[config.mk]
export PLATFORM = sky130hd
export DESIGN_NAME = undirected_graph_edge_store_top
export DESIGN_NICKNAME = d
export VERILOG_FILES = /design/src/rtl/core/uges_pkg.sv /design/src/rtl/core/uges_front.sv /design/src/rtl/core/uges_back.sv /design/src/rtl/core/undirected_graph_edge_store_top.sv
export SDC_FILE = /design/constraint.sdc
export NUM_CORES = 1
export LEC_CHECK = 0
export ABC_AREA = 1
export BUFFER_PORTS_ARGS = -buffer_cell sky130_fd_sc_hd__buf_2
export CORE_UTILIZATION = 50
export CTS_BUF_LIST = sky130_fd_sc_hd__clkbuf_4 sky130_fd_sc_hd__clkbuf_8 sky130_fd_sc_hd__clkbuf_16
export DETAILED_ROUTE_END_ITERATION = 10
export GPL_TIMING_DRIVEN = 1
export PLACE_DENSITY = 0.66
export SYNTH_ARGS = -nofsm -noshare
export SYNTH_HDL_FRONTEND = slang
export SYNTH_SLANG_ARGS = --single-unit
[constraint.sdc]
create_clock -name i_clk -period 4.1 [get_ports i_clk]
set_clock_uncertainty 0.1 [all_clocks]
set_input_delay 0.41 -clock i_clk [delete_from_list [all_inputs] [get_ports i_clk]]
set_output_delay 0.41 -clock i_clk [all_outputs]
set_load 0.1 [all_outputs]
[src/rtl/core/uges_pkg.sv]
// ----------------------------------------------------------------------------
// uges_pkg
// Shared types and constants of the undirected graph edge store.
// ----------------------------------------------------------------------------
package uges_pkg;

    localparam int DEF_MAX_VERTICES = 16;
    localparam int DEF_MAX_EDGES    = 32;

    // input action codes
    localparam logic [2:0] ACT_CLEAR  = 3'd0;
    localparam logic [2:0] ACT_INSERT = 3'd1;
    localparam logic [2:0] ACT_QUERY  = 3'd2;
    localparam logic [2:0] ACT_NBR    = 3'd3;
    localparam logic [2:0] ACT_EDGES  = 3'd4;

    // result status codes
    localparam logic [1:0] ST_OK      = 2'd0;
    localparam logic [1:0] ST_INVALID = 2'd1;
    localparam logic [1:0] ST_FULL    = 2'd2;

    localparam int RESULT_CAP  = 32;
    localparam int QUEUE_DEPTH = 2;
    localparam int QW          = $clog2(QUEUE_DEPTH);
    localparam logic [3:0] LAST_PASS = 4'hF;

    typedef enum logic [2:0] {
        OP_CLEAR,
        OP_INSERT,
        OP_BAD,
        OP_QUERY,
        OP_NBR,
        OP_EDGES
    } t_op;

    typedef struct packed {
        t_op        op;
        logic [3:0] a;
        logic [3:0] b;
    } t_cmd;

    typedef enum logic [1:0] {
        B_IDLE,
        B_SCAN,
        B_DONE
    } t_bstate;

    typedef struct packed {
        logic [1:0] status;
        logic       adjacent;
        logic       has_item;
        logic [3:0] first_vertex;
        logic [3:0] second_vertex;
        logic [5:0] edge_total;
        logic       last;
    } t_result;

endpackage

[src/rtl/core/uges_front.sv]
// ----------------------------------------------------------------------------
// uges_front
// Accepts input items, checks vertices against the vertex count and queues
// classified commands for the back end.
// ----------------------------------------------------------------------------
module uges_front
    import uges_pkg::*;
#(
    parameter int MAX_VERTICES = DEF_MAX_VERTICES
) (
    input  logic       i_clk,
    input  logic       i_rst_n,
    input  logic       i_cfg_we,
    input  logic [4:0] i_cfg_wdata,
    input  logic       i_in_valid,
    output logic       o_in_stall,
    input  logic [2:0] i_action,
    input  logic [3:0] i_vertex_a,
    input  logic [3:0] i_vertex_b,
    output logic       o_cmd_valid,
    output t_cmd       o_cmd,
    input  logic       i_cmd_pop
);

    localparam int NV_RST = (MAX_VERTICES < 16) ? MAX_VERTICES : 16;

    logic [4:0]    r_num_vertices;
    t_cmd          r_queue [QUEUE_DEPTH];
    logic [QW-1:0] r_wr_ptr;
    logic [QW-1:0] r_rd_ptr;
    logic [QW:0]   r_fill;

    logic a_ok;
    logic b_ok;
    logic push;
    t_cmd cmd;

    // vertex must lie below both the register and the build limit
    assign a_ok = (5'(i_vertex_a) < r_num_vertices) &&
                  ({28'd0, i_vertex_a} < 32'(MAX_VERTICES));
    assign b_ok = (5'(i_vertex_b) < r_num_vertices) &&
                  ({28'd0, i_vertex_b} < 32'(MAX_VERTICES));

    always_comb begin
        cmd.a = i_vertex_a;
        cmd.b = i_vertex_b;
        case (i_action)
            ACT_CLEAR:  cmd.op = OP_CLEAR;
            ACT_INSERT: cmd.op = (a_ok && b_ok && (i_vertex_a != i_vertex_b)) ?
                                 OP_INSERT : OP_BAD;
            ACT_QUERY:  cmd.op = (a_ok && b_ok) ? OP_QUERY : OP_BAD;
            ACT_NBR:    cmd.op = a_ok ? OP_NBR : OP_BAD;
            ACT_EDGES:  cmd.op = OP_EDGES;
            default:    cmd.op = OP_BAD;
        endcase
    end

    assign o_in_stall  = (r_fill == (QW+1)'(QUEUE_DEPTH));
    assign push        = i_in_valid && !o_in_stall;
    assign o_cmd_valid = (r_fill != '0);
    assign o_cmd       = r_queue[r_rd_ptr];

    always_ff @(posedge i_clk) begin
        if (!i_rst_n) begin
            r_num_vertices <= 5'(NV_RST);
        end else if (i_cfg_we) begin
            r_num_vertices <= i_cfg_wdata;
        end
    end

    always_ff @(posedge i_clk) begin
        if (push) begin
            r_queue[r_wr_ptr] <= cmd;
        end
    end

    always_ff @(posedge i_clk) begin
        if (!i_rst_n) begin
            r_wr_ptr <= '0;
            r_rd_ptr <= '0;
            r_fill   <= '0;
        end else begin
            if (push) begin
                r_wr_ptr <= r_wr_ptr + 1'b1;
            end
            if (i_cmd_pop) begin
                r_rd_ptr <= r_rd_ptr + 1'b1;
            end
            if (push && !i_cmd_pop) begin
                r_fill <= r_fill + 1'b1;
            end else if (!push && i_cmd_pop) begin
                r_fill <= r_fill - 1'b1;
            end
        end
    end

endmodule

[src/rtl/core/uges_back.sv]
// ----------------------------------------------------------------------------
// uges_back
// Executes queued commands on the edge log: updates, adjacency scans and
// listings, and holds the result in an output register.
// ----------------------------------------------------------------------------
module uges_back
    import uges_pkg::*;
#(
    parameter int MAX_EDGES = DEF_MAX_EDGES
) (
    input  logic    i_clk,
    input  logic    i_rst_n,
    input  logic    i_cmd_valid,
    input  t_cmd    i_cmd,
    output logic    o_cmd_pop,
    output logic    o_out_valid,
    input  logic    i_out_stall,
    output t_result o_result
);

    localparam int CW = $clog2(MAX_EDGES + 1);
    localparam int AW = (MAX_EDGES > 1) ? $clog2(MAX_EDGES) : 1;

    t_bstate       r_state;
    t_bstate       n_state;
    t_cmd          r_cmd;
    logic [CW-1:0] r_count;
    logic [CW-1:0] n_count;
    logic [7:0]    r_log [MAX_EDGES];
    logic [AW-1:0] r_idx;
    logic          r_more;
    logic          r_rd_vld;
    logic [7:0]    r_rd_data;
    logic [3:0]    r_pass;
    logic          r_hit;
    logic          r_hold_vld;
    logic [3:0]    r_hold_f;
    logic [3:0]    r_hold_s;
    logic [5:0]    r_cnt;
    logic          r_out_vld;
    t_result       r_out;

    logic       out_free;
    logic [3:0] x;
    logic [3:0] y;
    logic [3:0] lo;
    logic [3:0] hi;
    logic       match;
    logic [3:0] m_first;
    logic [3:0] m_second;
    logic       take;
    logic       stall_eval;
    logic       advance;
    logic       pass_end;
    logic       more_passes;
    logic       is_scan_op;
    logic       push;
    logic       we;
    t_result    res;

    assign out_free = !r_out_vld || !i_out_stall;

    assign x  = r_rd_data[3:0];
    assign y  = r_rd_data[7:4];
    assign lo = (x < y) ? x : y;
    assign hi = (x < y) ? y : x;

    always_comb begin
        match    = 1'b0;
        m_first  = '0;
        m_second = '0;
        case (r_cmd.op)
            OP_NBR: begin
                match    = (x == r_cmd.a) || (y == r_cmd.a);
                m_first  = r_cmd.a;
                m_second = (x == r_cmd.a) ? y : x;
            end
            OP_EDGES: begin
                match    = (lo == r_pass);
                m_first  = lo;
                m_second = hi;
            end
            default: begin
                match = 1'b0;
            end
        endcase
    end

    // results past the cap are dropped, the scan still runs to its end
    assign take        = r_rd_vld && match && (r_cnt < 6'(RESULT_CAP));
    assign stall_eval  = take && r_hold_vld && !out_free;
    assign advance     = (r_state == B_SCAN) && !stall_eval;
    assign pass_end    = (r_state == B_SCAN) && !r_more && !r_rd_vld;
    assign more_passes = (r_cmd.op == OP_EDGES) && (r_pass != LAST_PASS);
    assign is_scan_op  = (i_cmd.op == OP_QUERY) || (i_cmd.op == OP_NBR) ||
                         (i_cmd.op == OP_EDGES);

    // next state
    always_comb begin
        n_state = r_state;
        case (r_state)
            B_IDLE: begin
                if (i_cmd_valid && is_scan_op) begin
                    n_state = B_SCAN;
                end
            end
            B_SCAN: begin
                if (pass_end && !more_passes) begin
                    n_state = B_DONE;
                end
            end
            B_DONE: begin
                if (out_free) begin
                    n_state = B_IDLE;
                end
            end
            default: n_state = B_IDLE;
        endcase
    end

    // outputs of the sequencer
    always_comb begin
        o_cmd_pop = 1'b0;
        push      = 1'b0;
        we        = 1'b0;
        n_count   = r_count;
        res       = '0;
        case (r_state)
            B_IDLE: begin
                if (i_cmd_valid) begin
                    if (is_scan_op) begin
                        o_cmd_pop = 1'b1;
                    end else if (out_free) begin
                        o_cmd_pop = 1'b1;
                        push      = 1'b1;
                        res.last  = 1'b1;
                        case (i_cmd.op)
                            OP_CLEAR: begin
                                n_count    = '0;
                                res.status = ST_OK;
                            end
                            OP_INSERT: begin
                                if (r_count >= CW'(MAX_EDGES)) begin
                                    res.status = ST_FULL;
                                end else begin
                                    we         = 1'b1;
                                    n_count    = r_count + 1'b1;
                                    res.status = ST_OK;
                                end
                            end
                            default: res.status = ST_INVALID;
                        endcase
                        res.edge_total = 6'(n_count);
                    end
                end
            end
            B_SCAN: begin
                // a new match pushes out the one held before it
                if (take && r_hold_vld && out_free) begin
                    push               = 1'b1;
                    res.status         = ST_OK;
                    res.has_item       = 1'b1;
                    res.first_vertex   = r_hold_f;
                    res.second_vertex  = r_hold_s;
                    res.edge_total     = 6'(r_count);
                end
            end
            B_DONE: begin
                if (out_free) begin
                    push              = 1'b1;
                    res.status        = ST_OK;
                    res.adjacent      = r_hit;
                    res.has_item      = r_hold_vld;
                    res.first_vertex  = r_hold_vld ? r_hold_f : 4'd0;
                    res.second_vertex = r_hold_vld ? r_hold_s : 4'd0;
                    res.edge_total    = 6'(r_count);
                    res.last          = 1'b1;
                end
            end
            default: begin
                push = 1'b0;
            end
        endcase
    end

    // edge log
    always_ff @(posedge i_clk) begin
        if (we) begin
            r_log[r_count[AW-1:0]] <= {i_cmd.b, i_cmd.a};
        end
        if (advance && r_more) begin
            r_rd_data <= r_log[r_idx];
        end
    end

    always_ff @(posedge i_clk) begin
        if (push) begin
            r_out <= res;
        end
    end

    always_ff @(posedge i_clk) begin
        if (!i_rst_n) begin
            r_state    <= B_IDLE;
            r_count    <= '0;
            r_out_vld  <= 1'b0;
            r_more     <= 1'b0;
            r_rd_vld   <= 1'b0;
            r_hold_vld <= 1'b0;
            r_cnt      <= '0;
            r_hit      <= 1'b0;
            r_pass     <= '0;
        end else begin
            r_state <= n_state;
            r_count <= n_count;
            if (push) begin
                r_out_vld <= 1'b1;
            end else if (!i_out_stall) begin
                r_out_vld <= 1'b0;
            end

            if (r_state == B_IDLE && i_cmd_valid && is_scan_op) begin
                r_cmd      <= i_cmd;
                r_idx      <= AW'(r_count - 1'b1);
                r_more     <= (r_count != '0);
                r_rd_vld   <= 1'b0;
                r_pass     <= '0;
                r_hit      <= 1'b0;
                r_hold_vld <= 1'b0;
                r_cnt      <= '0;
            end else if (pass_end && more_passes) begin
                r_pass <= r_pass + 1'b1;
                r_idx  <= AW'(r_count - 1'b1);
                r_more <= (r_count != '0);
            end else if (advance) begin
                r_rd_vld <= r_more;
                if (r_more) begin
                    if (r_idx == '0) begin
                        r_more <= 1'b0;
                    end else begin
                        r_idx <= r_idx - 1'b1;
                    end
                end
                if (r_rd_vld && (r_cmd.op == OP_QUERY) &&
                    (((x == r_cmd.a) && (y == r_cmd.b)) ||
                     ((x == r_cmd.b) && (y == r_cmd.a)))) begin
                    r_hit <= 1'b1;
                end
                if (take) begin
                    r_hold_vld <= 1'b1;
                    r_hold_f   <= m_first;
                    r_hold_s   <= m_second;
                    r_cnt      <= r_cnt + 1'b1;
                end
            end
        end
    end

    assign o_out_valid = r_out_vld;
    assign o_result    = r_out;

endmodule

[src/rtl/core/undirected_graph_edge_store_top.sv]
// ----------------------------------------------------------------------------
// undirected_graph_edge_store_top
// Undirected multigraph kept as an insertion-ordered edge log, with insert,
// clear, adjacency query, neighbor listing and edge listing.
// ----------------------------------------------------------------------------
//  channel   direction  handshake              payload
//  in        input      i_in_valid/o_in_stall  action, vertex_a, vertex_b
//  out       output     o_out_valid/i_out_stall status .. last, one per result
//  cfg       input      i_cfg_we               i_cfg_wdata (num_vertices)
//
//  clear, insert and rejected items: answered from the executor's idle state
//  query and neighbor listing: one scan of the log, newest entry first
//  edge listing: a scan of the log for each pass;
//  one log entry a cycle unless the scan is held, one pass per low vertex
//  reset zeroes the edge count; the log itself is not cleared
//  an output stall holds the scan when a match meets a result ready to leave
// ----------------------------------------------------------------------------
module undirected_graph_edge_store_top
    import uges_pkg::*;
#(
    parameter int MAX_VERTICES = DEF_MAX_VERTICES,
    parameter int MAX_EDGES    = DEF_MAX_EDGES
) (
    input  logic       i_clk,
    input  logic       i_rst_n,
    input  logic       i_cfg_we,
    input  logic [4:0] i_cfg_wdata,
    input  logic       i_in_valid,
    output logic       o_in_stall,
    input  logic [2:0] i_action,
    input  logic [3:0] i_vertex_a,
    input  logic [3:0] i_vertex_b,
    output logic       o_out_valid,
    input  logic       i_out_stall,
    output logic [1:0] o_status,
    output logic       o_adjacent,
    output logic       o_has_item,
    output logic [3:0] o_first_vertex,
    output logic [3:0] o_second_vertex,
    output logic [5:0] o_edge_total,
    output logic       o_last
);

    logic    cmd_valid;
    t_cmd    cmd;
    logic    cmd_pop;
    t_result result;

    uges_front #(
        .MAX_VERTICES (MAX_VERTICES)
    ) u_front (
        .i_clk       (i_clk),
        .i_rst_n     (i_rst_n),
        .i_cfg_we    (i_cfg_we),
        .i_cfg_wdata (i_cfg_wdata),
        .i_in_valid  (i_in_valid),
        .o_in_stall  (o_in_stall),
        .i_action    (i_action),
        .i_vertex_a  (i_vertex_a),
        .i_vertex_b  (i_vertex_b),
        .o_cmd_valid (cmd_valid),
        .o_cmd       (cmd),
        .i_cmd_pop   (cmd_pop)
    );

    uges_back #(
        .MAX_EDGES (MAX_EDGES)
    ) u_back (
        .i_clk       (i_clk),
        .i_rst_n     (i_rst_n),
        .i_cmd_valid (cmd_valid),
        .i_cmd       (cmd),
        .o_cmd_pop   (cmd_pop),
        .o_out_valid (o_out_valid),
        .i_out_stall (i_out_stall),
        .o_result    (result)
    );

    assign o_status        = result.status;
    assign o_adjacent      = result.adjacent;
    assign o_has_item      = result.has_item;
    assign o_first_vertex  = result.first_vertex;
    assign o_second_vertex = result.second_vertex;
    assign o_edge_total    = result.edge_total;
    assign o_last          = result.last;

endmodule

==> results by group, run 1 <==
Setup path
  – Worst r2r path cells: 8
  – CP bufs+invs: 1
  – Cells along the critical path: inv_2 -> nand2_1 -> nand2_1 -> nor2_2 -> nand3_1 -> nor2_1 -> nand2_1 -> nor2_1
  – Number of gates on the worst path with buffers counted: 8
  – Critical setup path kind: register to register
  – Largest delay contributor family on the critical path: simple AND/OR/NAND/NOR gates
  – Critical path's largest stage delay: around 0.70 ns
  – Kind of end point of the critical path: register
  – Required time at the endpoint of the critical path: 4.15 ns
  – Arrival time of the worst setup path: 3.39 ns
  – Library cell appearing most often on the critical path: sky130_fd_sc_hd__nand2_1
  – Standard cell with the maximum stage delay on the critical path: sky130_fd_sc_hd__nor2_1
  – Maximum fanout along the worst path: 12
  – Critical Path Source Type: register

CTS
  – Cell at the root of the clock tree: sky130_fd_sc_hd__clkbuf_16
  – CTS tree: yes
  – Clock slew at reported path FFs: about 0.06 ns
  – Source-to-sink clock delay at the later pin of the worst-skew pair: 0.53 ns
  – Worst-case clock buffer depth: 3
  – Number of buffers inserted by post-CTS setup repair: 0
  – Num CTS Buffers: 37
  – H-tree Lvls: 2
  – Clock sink count: 362

Yosys
  – Share of the synthesized area in the top cell type: 0.6413
  – Sequential-to-total area share from yosys stat: 0.6842
  – Cell Area, Synth: roughly 0.015 mm²
  – Synth Area in Compound Gates: 0.1226
  – Multiplexer share of the synthesized area: 0.001300
  – Share of synthesized cell area in full adder, half adder and majority cells: 0.01949
  – Proportion of synthesized flip-flops having asynchronous set or reset: 0
  – Synth top area cells: sky130_fd_sc_hd__edfxtp_1 64%, sky130_fd_sc_hd__o21ai_0 5.7%, sky130_fd_sc_hd__nor2_1 5.4%, sky130_fd_sc_hd__dfxtp_1 4.3%, sky130_fd_sc_hd__nand2_1 2.7%
  – Synthesized-area fraction occupied by and/or/nand/nor cells: 0.1175
  – Post-synth EDFFs: between 300 and 400
  – Primary FF master, synth: sky130_fd_sc_hd__edfxtp_1
  – Post-Synthesis Cells: about 1,300
  – FF+latch count, synth: 362
  – Count of warnings emitted by yosys: 0
  – Post-Synthesis Net Count: ~1,400
  – Synth area leader: sky130_fd_sc_hd__edfxtp_1
  – Share of the synthesized netlist area taken by xor and xnor gates: 0.01763
  – Synth Area per Inst: around 12 µm²
  – Library cells used by synthesis: between 40 and 50
  – Dominant combinational cell family by area after synthesis: compound AO/OA/AOI/OAI gates

Worst hold path
  – Hold Path Stages: 1
  – Hold crit path type: primary input to register

Finish
  – Post-layout net count: ~1,400
  – Synth-to-Final Area Change: 11.87%
  – Post-route design area: roughly 0.017 mm²
  – Fraction of layout cells with a size suffix above 1: 0.1140
  – Antenna cells: 0

Timing
  – Setup repair after global routing missed its margin: false
  – Final period util: 0.8139
  – Max-Slew Margin vs Limit: 0.2700
  – Final setup viols: 0
  – Fin crit period: ~3.3 ns
  – Final count of pins violating max slew: 0
  – Final total negative setup slack: 0 ns
  – Transition time at the pin with the least slew margin: around 1.1 ns
  – Final hold violation count: 0
  – Minimum hold slack: 0.02290 ns
  – Fmax: roughly 0.3 GHz

Detailed routing
  – Average vias per placed instance: ~5.8
  – Routed WL per cell: just over 20 µm
  – DR iter-0 viols: roughly 1,200
  – ANT nets after route: 0
  – Total wire length after detailed routing: about 36,000 µm
  – Initial DRT Pass Iterations: 6
  – Remaining design rule violation count: 0
  – Overall via count from detail_route: about 10,000

Floorplan
  – Std cell rows: 63
  – Core Region: ~0.03 mm²
  – Initial cell density of the core: 0.5143
  – Die outline height: ~180 µm
  – Die outline area: between 0.03 and 0.04 mm²
  – Horiz. Die Dim: 177.5 µm
  – I/O pin count: 42

Global route
  – Number of antenna violations at the first check in global routing: 0
  – Combined global-route utilization of all metal layers: 0.2331
  – Total congestion overflow after global routing: 0
  – Via count of the first global-routing pass: about 10,000
  – Maximum number of pins on one net before global-route repair: 130
  – Wire length of the first global-routing pass: between 50,000 and 60,000 µm

Power
  – P per Cell Area: approximately 620 mW/mm²
  – Leakage power of the design: between 0.005 and 0.006 µW
  – IR drop worst, VDD: about 0.43 mV

Run
  – Number of maximum-capacitance violations: 0

Placed design
  – Global placement routability congestion: 0.8608
  – Detailed Place HPWL: between 20,000 and 25,000 µm
  – Count of buffers inserted at the top-level ports: 41
  – Cell area after placement: about 0.016 mm²

Status
  – Status: completed
where the power goes:
part           switching (µW)  internal, µW  total [µW]  leakage [µW]
clock                    1370          2040        3410      0.000612
combinational            2080           441        2520       0.00206
sequential                106          4680        4790       0.00326
total                    3560          7160       10700       0.00593
layer usage:
| layer | global-route usage | share of wire | vias up |
|---|---|---|---|
| met5 | 0 | 0 | - |
| met4 | 0.08725 | 0.032 | 0 |
| met2 | 0.3805 | 0.48 | 467 |
| li1 | - | - | 4822 |
| met1 | 0.3092 | 0.41 | 4933 |
| met3 | 0.04520 | 0.083 | 81 |
worst reg2reg max path: stages (launching register included):
cell and delay (ns):
sky130_fd_sc_hd__dfxtp_1 0.57, sky130_fd_sc_hd__inv_2 0.18, sky130_fd_sc_hd__nand2_1 0.12, sky130_fd_sc_hd__nand2_1 0.08
sky130_fd_sc_hd__nor2_2 0.20, sky130_fd_sc_hd__nand3_1 0.16, sky130_fd_sc_hd__nor2_1 0.37, sky130_fd_sc_hd__nand2_1 0.49
sky130_fd_sc_hd__nor2_1 0.70
synthesized netlist by cell type, types with 3 or more instances:
cell type	n
sky130_fd_sc_hd__nand3_1	38
sky130_fd_sc_hd__edfxtp_1	329
sky130_fd_sc_hd__xnor2_1	7
sky130_fd_sc_hd__o221ai_1	38
sky130_fd_sc_hd__a32oi_1	7
sky130_fd_sc_hd__dfxtp_1	33
sky130_fd_sc_hd__ha_1	24
sky130_fd_sc_hd__clkbuf_1	57
sky130_fd_sc_hd__nand2_2	7
sky130_fd_sc_hd__nor2_2	15
sky130_fd_sc_hd__inv_1	80
sky130_fd_sc_hd__xor2_1	24
sky130_fd_sc_hd__a21oi_1	54
sky130_fd_sc_hd__nand4_1	6
sky130_fd_sc_hd__nor2_1	223
sky130_fd_sc_hd__o22ai_1	29
sky130_fd_sc_hd__nor4_1	4
sky130_fd_sc_hd__nor3_1	10
sky130_fd_sc_hd__buf_2	3
sky130_fd_sc_hd__o31ai_1	5
sky130_fd_sc_hd__o21ai_0	174
sky130_fd_sc_hd__buf_1	3
sky130_fd_sc_hd__a31oi_1	8
sky130_fd_sc_hd__inv_2	7
sky130_fd_sc_hd__nand2_1	112
registers in the layout, indices dropped and copies added (netlist names), 6 cells and up, named ones only:
| register | cells |
|---|---|
| u_back.r_log | 256 |
| u_back.o_result | 19 |
| u_back.r_cmd | 11 |
| u_back.r_cnt | 6 |
| u_back.r_count | 6 |
| u_front.r_queue | 22 |
| u_back.r_rd_data | 8 |
cells in the final DEF (no fill, tap or decap), types with 29 or more instances in the layout:
cell type / Yosys / routed
sky130_fd_sc_hd__a21oi_1: 54 / 54
sky130_fd_sc_hd__buf_2: 3 / 41
sky130_fd_sc_hd__clkbuf_16: 0 / 39
sky130_fd_sc_hd__dfxtp_1: 33 / 33
sky130_fd_sc_hd__edfxtp_1: 329 / 329
sky130_fd_sc_hd__inv_1: 80 / 79
sky130_fd_sc_hd__nand2_1: 112 / 107
sky130_fd_sc_hd__nand3_1: 38 / 38
sky130_fd_sc_hd__nor2_1: 223 / 223
sky130_fd_sc_hd__o21ai_0: 174 / 174
sky130_fd_sc_hd__o221ai_1: 38 / 38
sky130_fd_sc_hd__o22ai_1: 29 / 29
worst paths after layout:
kind / slack, ns / endpoint / startpoint
worst max-delay path: 0.76 / u_back.r_log[6][1] / register
worst min-delay path: 0.02 / u_front.r_queue[1][5] / i_vertex_a[1]
worst max register to register: 0.76 / u_back.r_log[6][1] / register
worst min register to register: 0.35 / u_front.r_rd_ptr / u_front.r_rd_ptr
metrics by stage:
stage / power [µW] / util / setup slack [ns] / cells
floorplan: 6585 / - / 1.126 / 1320
global placement: 7357 / 0.5335 / 0.9792 / 1699
detailed placement: 7385 / 0.5335 / 0.8445 / 1699
CTS: 10760 / 0.5754 / 0.8341 / 1767
global route: 11110 / 0.5754 / 0.5307 / 1767
finish: 10720 / 0.5754 / 0.7631 / 1767
what timing repair did:
item,4_1_cts,5_1_grt
hold buffers,2,0
gates resized for setup,0,0
setup endpoints to repair,0,0
hold endpoints to repair,1,0
area by class of cell:
| cell class | count | area, µm² |
|---|---|---|
| sequential | 362 | 10540 |
| clock inverter | 20 | 206.4 |
| tap | 390 | 488.0 |
| multi-input combinational | 806 | 4303 |
| inverter | 89 | 335.3 |
| clock buffer | 46 | 1028 |
| fill | 2456 | 12720 |
| timing repair buffer | 54 | 332.8 |
logic make-up (layout without fill, tap and decap cells):
logic type / count (synthesis) / after routing
buf+inv: 152 / 209
flops: 362 / 362
fa+ha+maj: 24 / 24
xor+xnor: 31 / 31
simple gates: 425 / 425
compound gates: 324 / 324
mux: 2 / 2
(Power assumes the default switching activity.)
==> run 2, diff against run 1 <==
--- a/config.mk
+++ b/config.mk
@@ -11,7 +11,7 @@
 export CTS_BUF_LIST = sky130_fd_sc_hd__clkbuf_4 sky130_fd_sc_hd__clkbuf_8 sky130_fd_sc_hd__clkbuf_16
 export DETAILED_ROUTE_END_ITERATION = 10
 export GPL_TIMING_DRIVEN = 1
-export PLACE_DENSITY = 0.66
+export PLACE_DENSITY = 0.69
 export SYNTH_ARGS = -nofsm -noshare
 export SYNTH_HDL_FRONTEND = slang
 export SYNTH_SLANG_ARGS = --single-unit
==> constraint.sdc (replaced) <==
create_clock -name i_clk -period 3 [get_ports i_clk]
set_clock_uncertainty 0.1 [all_clocks]
set_input_delay 0.3 -clock i_clk [delete_from_list [all_inputs] [get_ports i_clk]]
set_output_delay 0.3 -clock i_clk [all_outputs]
set_load 0.1 [all_outputs]
==> results by group, run 2 (synthesis results as in run 1) <==
Timing
  – Final hold violation count: 0 (unchanged)
  – Fin crit period: 2.826 ns (-0.5110 ns)
  – Final count of pins violating max slew: 0 (unchanged)
  – Fmax: 0.3539 GHz (+18%)
  – Final setup viols: 0 (unchanged)
  – Transition time at the pin with the least slew margin: 1.052 ns (-0.04143 ns)
  – Setup repair after global routing missed its margin: false
  – Final period util: 0.9420 (+0.1281)
  – Max-Slew Margin vs Limit: 0.2958 (+0.02583)
  – Final total negative setup slack: 0 ns (unchanged)
  – Minimum hold slack: 0.01950 ns (-0.003401 ns)

CTS
  – Clock sink count: 362 (unchanged)
  – CTS tree: yes
  – Num CTS Buffers: 36 (-2.7%)
  – Clock slew at reported path FFs: 0.06 ns (about the same)
  – Source-to-sink clock delay at the later pin of the worst-skew pair: 0.52 ns (about the same)
  – Worst-case clock buffer depth: 3 (unchanged)
  – H-tree Lvls: 2 (unchanged)
  – Cell at the root of the clock tree: sky130_fd_sc_hd__clkbuf_16

Setup path
  – Maximum fanout along the worst path: 10 (-2)
  – Critical Path Source Type: register
  – Worst Setup EP: u_back.r_hold_f[0]
  – Worst setup path startpoint: u_back.r_rd_data[3]
  – Critical setup path kind: register to register
  – Worst reg2reg path startpoint: u_back.r_rd_data[3]
  – Worst r2r path cells: 16 (+8)
  – Kind of end point of the critical path: register
  – Arrival time of the worst setup path: 2.95 ns (-0.44 ns)
  – Required time at the endpoint of the critical path: 3.12 ns (-1.03 ns)
  – Flop-to-flop setup slack: 0.17 ns (-0.59 ns)
  – Capturing point of the worst reg2reg path: u_back.r_hold_f[0]

Placed design
  – Global placement routability congestion: 0.8743 (+1.6%)
  – Number of cells after detailed placement: 1,759 (+3.5%)
  – Detailed Place HPWL: 21,020 µm (-6.0%)
  – Count of buffers inserted at the top-level ports: 41 (unchanged)

Power
  – Final Power: 14,540 µW (+36%)
  – Fraction of power consumed by sequential logic: 0.448 (about the same)
  – Cell internal power dissipation: 9769 µW (+36%)
  – IR drop worst, VDD: 0.4019 mV (-6.0%)
  – Part of the total power dissipated in combinational logic: 0.251 (+0.016)
  – P per Cell Area: 813.5 mW/mm² (+31%)
  – Reported net switching power: 4766 µW (+34%)
  – Clock power frac: 0.302 (-0.016)
  – Switching share of power: 0.3279 (-0.004141)
  – Leakage power of the design: 0.006322 µW (+6.6%)

Floorplan
  – Horiz. Die Dim: 177.5 µm (unchanged)
  – Core Region: 0.02995 mm² (unchanged)
  – Die outline area: 0.03152 mm² (unchanged)
  – Std cell rows: 63 (unchanged)
  – Die outline height: 177.5 µm (unchanged)
  – Initial cell density of the core: 0.5143 (unchanged)
  – I/O pin count: 42 (unchanged)

Global route
  – Maximum number of pins on one net before global-route repair: 99 (-24%)
  – Combined global-route utilization of all metal layers: 0.2258 (-0.007308)
  – Number of antenna violations at the first check in global routing: 0 (unchanged)
  – Via count of the first global-routing pass: 9,761 (-3.0%)
  – Wire length of the first global-routing pass: 53,850 µm (-2.7%)
  – Total congestion overflow after global routing: 0 (unchanged)

Detailed routing
  – Initial DRT Pass Iterations: 5 (-1)
  – Routed WL per cell: 18.96 µm (-6.7%)
  – ANT nets after route: 0 (unchanged)
  – Total wire length after detailed routing: 34,990 µm (-2.5%)
  – Overall via count from detail_route: 10,340 (+0.37%)
  – DR iter-0 viols: 1,077 (-11%)
  – Average vias per placed instance: 5.602 (-3.9%)
  – Remaining design rule violation count: 0 (unchanged)

Finish
  – Non-filler instance count after layout: 1,846 (+4.5%)
  – Post-layout net count: 1,474 (+5.7%)
  – Fraction of layout cells with a size suffix above 1: 0.1538 (+0.03983)
  – Most common cell after layout, fill and taps aside: sky130_fd_sc_hd__edfxtp_1
  – Max reg flops: 256 (unchanged)
  – Synth-to-Final Area Change: 15.99%
  – Most frequent cells in the layout: 329 x sky130_fd_sc_hd__edfxtp_1, 222 x sky130_fd_sc_hd__nor2_1, 174 x sky130_fd_sc_hd__o21ai_0, 112 x sky130_fd_sc_hd__nand2_1, 76 x sky130_fd_sc_hd__inv_1
  – Antenna cells: 0 (unchanged)

Worst hold path
  – Hold crit path type: primary input to register
  – Start point of the worst min-delay path: i_out_stall

Status
  – Status: completed

Run
  – Number of maximum-capacitance violations: 0 (unchanged)
run 2: cell types whose count changed in the layout (fill, tap and decap cells not counted), sizes merged:
cell	previous run	this run
dlygate4sd3	2	14
clkbuf	46	44
buf	52	119
clkinvlp	3	1
inv	87	88
bufinv	4	3
clkinv	15	19
run 2: critical path, cell delays in order (launching register included):
cell	delay, ns
sky130_fd_sc_hd__edfxtp_1	0.45
sky130_fd_sc_hd__inv_2	0.09
sky130_fd_sc_hd__ha_4	0.28
sky130_fd_sc_hd__inv_1	0.06
sky130_fd_sc_hd__a21oi_4	0.23
sky130_fd_sc_hd__buf_12	0.15
sky130_fd_sc_hd__nand2_8	0.07
sky130_fd_sc_hd__nand2_2	0.07
sky130_fd_sc_hd__nand2_2	0.06
sky130_fd_sc_hd__nor2_2	0.08
sky130_fd_sc_hd__nor2_2	0.05
sky130_fd_sc_hd__nand2_2	0.08
sky130_fd_sc_hd__nand2_1	0.08
sky130_fd_sc_hd__nand4_1	0.13
sky130_fd_sc_hd__nand3_1	0.17
sky130_fd_sc_hd__nor3b_2	0.21
sky130_fd_sc_hd__buf_4	0.19
run 2: power by group through the flow:
stage               Sequential [µW]  Combinational [µW]  Clock (µW)
floorplan                      7410                1590           0
finish                         6510                3640        4390
CTS                            6510                3530        4440
global placement               6610                3450           0
global route                   6530                3930        4650
detailed placement             6610                3510           0
run 2: area by class of cell:
cell class | count | area [µm²]
timing repair buffer | 134 | 1031
clock inverter | 22 | 187.7
inverter | 89 | 335.3
sequential | 362 | 10540
clock buffer | 43 | 970.9
fill | 2393 | 12090
multi-input combinational | 806 | 4315
tap | 390 | 488.0
run 2: timing repair:
item,4_1_cts,5_1_grt
gates resized for setup,0,7
hold buffers,14,0
buffers inserted,0,7
endpoints found under the setup margin,0,40
hold endpoints to repair,21,0
run 2: how the worst min path moves through the flow:
stage / slack (ns) / endpoint / cells after the start
4_1_cts: 0.02 / u_back.o_out_valid / 3
6_report: 0.02 / u_back.o_out_valid / 3
5_1_grt: 0.05 / u_front.r_queue[0][8] / 2
3_5_place_dp: 0.34 / register / 1
2_1_floorplan: 0.30 / u_front.r_queue[0][0] / 0
3_3_place_gp: 0.34 / u_front.r_rd_ptr / 1
run 2: metal layers:
metal / up-vias / track usage / part of all wire
li1: 4980 / - / -
met1: 4909 / 0.3183 / 0.43
met2: 386 / 0.3584 / 0.46
met3: 66 / 0.03642 / 0.076
met4: 0 / 0.07301 / 0.027
met5: - / 0 / 0
run 2: through the flow:
| stage | utilization | worst slack, ns | cell area [µm²] |
|---|---|---|---|
| 6_report | 0.5965 | 0.1741 | 17870 |
| 3_3_place_gp | 0.5493 | 0.2694 | 16450 |
| 2_1_floorplan | - | 0.02601 | 15400 |
| 3_5_place_dp | 0.5493 | 0.1561 | 16450 |
| 4_1_cts | 0.5927 | 0.1291 | 17750 |
| 5_1_grt | 0.5965 | 0.005398 | 17870 |
